[config.mk]
export PLATFORM = sky130hd
export DESIGN_NAME = cvf_cell
export DESIGN_NICKNAME = d
export VERILOG_FILES = /design/src/hw/rtl/rgb_2d_convolution_filter_defines.svh /design/src/hw/rtl/cvf_pkg.sv /design/src/hw/rtl/cvf_cell.sv
export SDC_FILE = /design/constraint.sdc
export NUM_CORES = 2
export LEC_CHECK = 0
export BUFFER_PORTS_ARGS = -buffer_cell sky130_fd_sc_hd__buf_2
export CAP_MARGIN = 20
export CORE_MARGIN = 4
export CORE_UTILIZATION = 60
export DETAILED_ROUTE_END_ITERATION = 12
export PLACE_DENSITY = 0.77
export REMOVE_ABC_BUFFERS = 1
export SLEW_MARGIN = 0
export SYNTH_ARGS = -nofsm -noshare
export SYNTH_HDL_FRONTEND = slang
export SYNTH_SLANG_ARGS = --single-unit
[constraint.sdc]
create_clock -name clock -period 11.52 [get_ports clock]
set_input_delay 2.304 -clock clock [delete_from_list [all_inputs] [get_ports clock]]
set_output_delay 2.304 -clock clock [all_outputs]
set_load 0.02 [all_outputs]
[src/hw/rtl/rgb_2d_convolution_filter_defines.svh]
// Assertion macros for the RGB 2D convolution filter.
// Included by the RTL files that carry concurrent checks; depends on nothing.
`ifndef RGB_2D_CONVOLUTION_FILTER_DEFINES_SVH
`define RGB_2D_CONVOLUTION_FILTER_DEFINES_SVH
`ifndef SYNTHESIS
// Check that is switched off while reset is high.
`define CVF_ASSERT(label, prop) \
   label: assert property (@(posedge clock) disable iff (reset) prop) \
      else $error("convolution filter check failed");
// Check that also holds while reset is high.
`define CVF_ASSERT_ALWAYS(label, prop) \
   label: assert property (@(posedge clock) prop) \
      else $error("convolution filter check failed");
`else
`define CVF_ASSERT(label, prop)
`define CVF_ASSERT_ALWAYS(label, prop)
`endif
`endif

[src/hw/rtl/cvf_pkg.sv]
// Shared types, constants and helper functions of the convolution filter.
// Used by every RTL module of the block; depends on nothing.
package cvf_pkg;

   localparam int MAX_WIDTH      = 1024;
   localparam int MAX_KERNEL     = 7;
   localparam int COEF_FRAC_BITS = 8;
   localparam int LINES          = MAX_KERNEL - 1;
   localparam int COL_W          = 10;
   localparam int SUM_W          = 32;
   localparam int IDX_W          = 3;

   // Register indexes on the configuration port.
   localparam logic [1:0] REG_WIDTH  = 2'd0;
   localparam logic [1:0] REG_HEIGHT = 2'd1;
   localparam logic [1:0] REG_KHALF  = 2'd2;

   // Opcodes on the request channel.
   localparam logic OP_COEF  = 1'b0;
   localparam logic OP_PIXEL = 1'b1;

   typedef logic signed [15:0]       coef_type;
   typedef logic [23:0]              pix_type;
   typedef logic signed [SUM_W-1:0]  sum_type;

   typedef enum logic [2:0] {
      ST_IDLE,
      ST_LOAD,
      ST_MAC,
      ST_RED,
      ST_FIN
   } state_type;

   // Controls handed from the sequencer to one cell.
   typedef struct packed {
      logic             clear;
      logic             mac_en;
      logic             red_en;
      logic [IDX_W-1:0] step;
      logic [IDX_W-1:0] base;
   } cell_ctl_type;

   // Splits a row-major coefficient index into row and column.
   function automatic logic [2*IDX_W-1:0] coef_pos(input logic [5:0] idx);
      logic [IDX_W-1:0] row;
      logic [5:0]       rest;
      row = '0;
      for (int r = 1; r < MAX_KERNEL; r++) begin
         if (idx >= 6'(r * MAX_KERNEL)) begin
            row = IDX_W'(r);
         end
      end
      rest = idx - 6'(row) * 6'(MAX_KERNEL);
      return {row, rest[IDX_W-1:0]};
   endfunction

   // Drops the fraction, clips at zero and at full scale.
   function automatic logic [7:0] chan_sat(input sum_type sum);
      logic [SUM_W-COEF_FRAC_BITS-1:0] q;
      q = sum[SUM_W-1:COEF_FRAC_BITS];
      if (sum <= 0) begin
         return 8'd0;
      end else if (q > (SUM_W-COEF_FRAC_BITS)'(255)) begin
         return 8'd255;
      end
      return q[7:0];
   endfunction

endpackage

[src/hw/rtl/cvf_cell.sv]
// One window row of the filter: seven pixels, seven coefficients and a
// multiply-accumulate per color. Depends on cvf_pkg.
module cvf_cell import cvf_pkg::*; (
   input  logic             clock,
   input  logic             reset,
   input  logic             coef_we,
   input  logic [IDX_W-1:0] coef_col,
   input  coef_type         coef_wdata,
   input  logic             shift_en,
   input  pix_type          shift_pix,
   input  cell_ctl_type     ctl,
   input  coef_type         coef_in,
   input  sum_type          acc_prev [3],
   output coef_type         coef_out,
   output sum_type          acc_out [3]
);

   coef_type          coef_ff [MAX_KERNEL];
   pix_type           win_ff  [MAX_KERNEL];
   sum_type           acc_ff  [3];
   sum_type           acc_in  [3];
   logic [IDX_W:0]    pix_idx;
   pix_type           pix_sel;
   logic signed [24:0] prod [3];

   // Coefficient row, cleared by reset.
   always_ff @(posedge clock) begin
      if (reset) begin
         for (int i = 0; i < MAX_KERNEL; i++) begin
            coef_ff[i] <= '0;
         end
      end else if (coef_we) begin
         coef_ff[coef_col] <= coef_wdata;
      end
   end

   // Window row shifts left; the newest column enters on the right.
   always_ff @(posedge clock) begin
      if (reset) begin
         for (int i = 0; i < MAX_KERNEL; i++) begin
            win_ff[i] <= '0;
         end
      end else if (shift_en) begin
         for (int i = 0; i < MAX_KERNEL - 1; i++) begin
            win_ff[i] <= win_ff[i+1];
         end
         win_ff[MAX_KERNEL-1] <= shift_pix;
      end
   end

   // The coefficient of the current step goes to the cell that needs it.
   assign coef_out = (ctl.step < IDX_W'(MAX_KERNEL)) ? coef_ff[ctl.step] : '0;

   // Pixel column lines up with the coefficient column plus the window base.
   always_comb begin
      pix_idx = {1'b0, ctl.base} + {1'b0, ctl.step};
      pix_sel = (pix_idx < (IDX_W+1)'(MAX_KERNEL)) ? win_ff[pix_idx[IDX_W-1:0]] : '0;
      for (int c = 0; c < 3; c++) begin
         prod[c] = coef_in * $signed({1'b0, pix_sel[8*c +: 8]});
      end
   end

   // Accumulate products, then fold in the neighbor's sum.
   always_comb begin
      for (int c = 0; c < 3; c++) begin
         acc_in[c] = acc_ff[c];
         if (ctl.clear) begin
            acc_in[c] = '0;
         end else if (ctl.mac_en) begin
            acc_in[c] = acc_ff[c] + SUM_W'(prod[c]);
         end else if (ctl.red_en) begin
            acc_in[c] = acc_ff[c] + acc_prev[c];
         end
      end
   end

   always_ff @(posedge clock) begin
      for (int c = 0; c < 3; c++) begin
         acc_ff[c] <= acc_in[c];
      end
   end

   assign acc_out = acc_ff;

endmodule
==> qor.csv <==
stage,metric,value,unit
timing,worst_slew_pin_slew,1110,ps
clock_tree,clk_pin_slew_worst_paths,60,ps
cells_and_area,drive_gt1_frac,0.113,
clock_tree,postCtsSetupBuffers,0,
worst_setup_path,regToRegSetupSlack,4540,ps
yosys,avgSynthCellArea,9.41,um2
cells_and_area,syn_to_final_growth,8.99,%
timing,rsz0062_at_grt,false,
route,wl_per_cell,18.9,um
die,initial_utilization,0.605,
worst_hold_path,whs_path_depth,2,
cells_and_area,utilization,0.660,
worst_setup_path,critPathMaxFanout,16,
worst_setup_path,crit_buf_inv,5,
job,maxCapViolCount,0,
worst_setup_path,path_delay_family,adder cells,
placed_design,dp_hpwl,76700,um
worst_hold_path,hp-start,coef_ff[6][14],
worst_setup_path,critPathKind,in2reg,
yosys,synth_warnings,0,
grt,grt_util_met1,0.380,
cells_and_area,fillers,5359,
worst_setup_path,arrival,10400,ps
yosys,ys_ff_latch,381,
timing,finalSetupViolations,0,
route,drtAntennaViolNets,0,
grt,antenna_found_initial,3,
yosys,synth_flop_cell,edfxtp_1,
placed_design,gp_congestion,0.935,
timing,period_needed,9940,ps
die,die_h,266,um
clock_tree,insertion_delay,610,ps
timing,period_share,0.863,
grt,grt_pass1_vias,31300,
power,power_density,285,nW/um2
cells_and_area,fin_cells,5307,
worst_setup_path,crit_top_cell,fa_1,
timing,fmax,0.101,GHz
placed_design,post-place-ws,1040,ps
route,drc_errors,0,
worst_hold_path,min_to,coef_ff[6][14],
yosys,synthCells,4230,
clock_tree,cts_resized,0,
timing,fin_skew,30.8,ps
die,pin_count,280,
grt,grt_pass1_wl,163000,um
clock_tree,cts_hold_buf,0,
route,postRouteWirelength,100000,um
clock_tree,cts.sinks,381,
grt,grt_max_degree,135,
worst_setup_path,endpoint_kind,register,
grt,grt_util_met3,0.0401,
timing,slew_viol_final,0,
worst_setup_path,timing.rr.start,win_ff[6][11],
status,outcome,"complete, no violations",
clock_tree,tritoncts.num_buffers,45,
power,p_leak,21.3,nW
grt,gr-total-overflow,0,
clock_tree,cts_tree,built,
clock_tree,cts-htree-levels,2,
power,ir_drop,0.198,mV
clock_tree,cts-root-buf,clkbuf_16,
route,routed_via_density,5.79,
die,die_w,266,um
worst_setup_path,r2r_end,acc_out[63],
timing,setup_ws,1580,ps
worst_setup_path,rr_worst_depth,23,
timing,hold_viol_final,0,
cells_and_area,design_area,43400,um2
yosys,postSynth.asyncResetShare,0,
clock_tree,clockBufferDepth,3,
timing,slew_headroom,0.260,
worst_setup_path,worstPathRequired,11980,ps
placed_design,numPlacedInstances,5226,
worst_setup_path,cp_slowest_cell,fa_1,
yosys,synth-edff-count,269,
yosys,synth_cell_types,95,
route,first_pass_iters,5,
die,rows,94,
grt,use_met2,0.478,
die,die_area,70500,um2
worst_setup_path,max_stage_delay,1010,ps
die,core_area,65700,um2
cells_and_area,diodes,0,
worst_hold_path,hold_class,reg2reg,
placed_design,io_buffers,279,
grt,grt_usage,0.284,
yosys,ys_seq_area_frac,0.259,
yosys,synth_area,39800,um2
worst_setup_path,cp-start-kind,input port,
route,vias,30700,
grt,top_usage_layer,met2,
route,first_iter_violations,2165,
placed_design,place_area,41900,um2
cells_and_area,nets,5268,
[how the worst max path moves through the flow]
stage,startpoint,endpoint,slack [ps],cells past startpoint
3_5_place_dp,ctl[3],acc_out[63],1040,25
6_report,ctl[3],acc_out[63],1580,25
3_3_place_gp,ctl[3],acc_out[63],1330,25
5_1_grt,ctl[3],acc_out[63],1110,25
4_1_cts,ctl[3],acc_out[63],1650,25
2_1_floorplan,ctl[0],acc_out[63],-200,24
[synthesized netlist by cell type, drive strengths merged, types with 13 or more instances]
| master | instances | area, um2 |
|---|---|---|
| o21ai | 120 | 612 |
| edfxtp | 269 | 8080 |
| and2 | 351 | 2200 |
| xor2 | 58 | 508 |
| or3 | 13 | 81.3 |
| nor2b | 51 | 319 |
| nor3 | 40 | 205 |
| nor2 | 312 | 1170 |
| inv | 598 | 2240 |
| a211oi | 60 | 475 |
| mux4 | 40 | 901 |
| xnor2 | 80 | 708 |
| dfxtp | 112 | 2240 |
| buf | 50 | 233 |
| nand2b | 29 | 181 |
| nand2 | 370 | 1390 |
| o21a | 19 | 143 |
| and3 | 22 | 138 |
| o211ai | 13 | 103 |
| clkbuf | 144 | 541 |
| nand4 | 23 | 144 |
| fa | 400 | 8010 |
| ha | 291 | 3640 |
| a21o | 105 | 788 |
| o21bai | 27 | 210 |
| mux2i | 90 | 901 |
| a221oi | 36 | 345 |
| a21oi | 270 | 1390 |
| a31oi | 20 | 131 |
| nand3 | 52 | 260 |
[routing by layer]
metal	wire (um)	part of all wire
met1	41500	0.41
met3	6830	0.068
met5	34	0.00034
met2	48100	0.48
met4	3750	0.037
[report_power, final]
group / total, mW / internal, mW / switching [mW]
Clock: 1.45 / 0.825 / 0.626
Sequential: 1.90 / 1.67 / 0.222
Combinational: 9.00 / 3.73 / 5.26
Total: 12.3 / 6.23 / 6.11
[logic make-up after synthesis]
group	share of synthesized area
adder cells (fa/ha/maj)	0.293
XOR/XNOR	0.0306
multiplexers	0.0478
AO/OA/AOI/OAI	0.133
flip-flops	0.259
AND/OR/NAND/NOR	0.161
buffers and inverters	0.0758
[flip-flops by register name, indices dropped and copies added, names as in the netlist]
signal and cells:
acc_out 96, coef_ff 117, win_ff 168
[cell usage in the layout (no fill, tap or decap), drive strengths merged, types with 11 or more instances in the layout]
cell type / n
xor2: 58
nor2b: 51
buf: 326
o211ai: 13
and3: 22
and2: 351
nand2b: 29
a21o: 105
ha: 291
inv: 600
o21ai: 120
a211o: 11
dfxtp: 112
edfxtp: 269
clkbuf: 56
a211oi: 60
o21bai: 27
nand4: 23
nand3: 52
nand2: 370
mux4: 40
a221oi: 36
a31oi: 20
or3: 13
nor2: 312
a21oi: 270
fa: 400
clkinv: 18
or2: 11
nor3: 40
o21a: 19
mux2i: 90
xnor2: 80
[through the flow]
step / setup TNS, ps / hold WS, ps / power, mW
floorplan: -510 / 449 / 8.87
global placement: 0 / 465 / 10.6
detailed placement: 0 / 475 / 10.8
CTS: 0 / 488 / 12.3
global route: 0 / 521 / 13.6
finish: 0 / 482 / 12.3
[worst reg2reg max path, stage by stage (launching register included)]
cell	delay (ps)
edfxtp_1	420
nor2_1	80
a21oi_1	130
mux2i_1	80
nor2_1	780
nand2_1	200
fa_1	590
inv_1	60
fa_1	550
fa_1	430
fa_1	500
inv_1	50
fa_1	470
inv_1	40
ha_1	340
a21oi_1	180
o21ai_0	150
a31oi_1	290
nand2_2	150
a2111oi_4	380
o21bai_2	170
a211oi_2	230
nor2_1	70
or4b_1	520
[cell type report]
cell class                      instances  area (um2)  area share
Multi-Input combinational cell       3057       26500       0.611
Sequential cell                       381       10300       0.238
Inverter                              598        2240      0.0517
Timing Repair Buffer                  326        1770      0.0407
Clock buffer                           56        1220      0.0281
Tap cell                              864        1080      0.0249
Clock inverter                         25         256     0.00591
(Power assumes the default switching activity.)
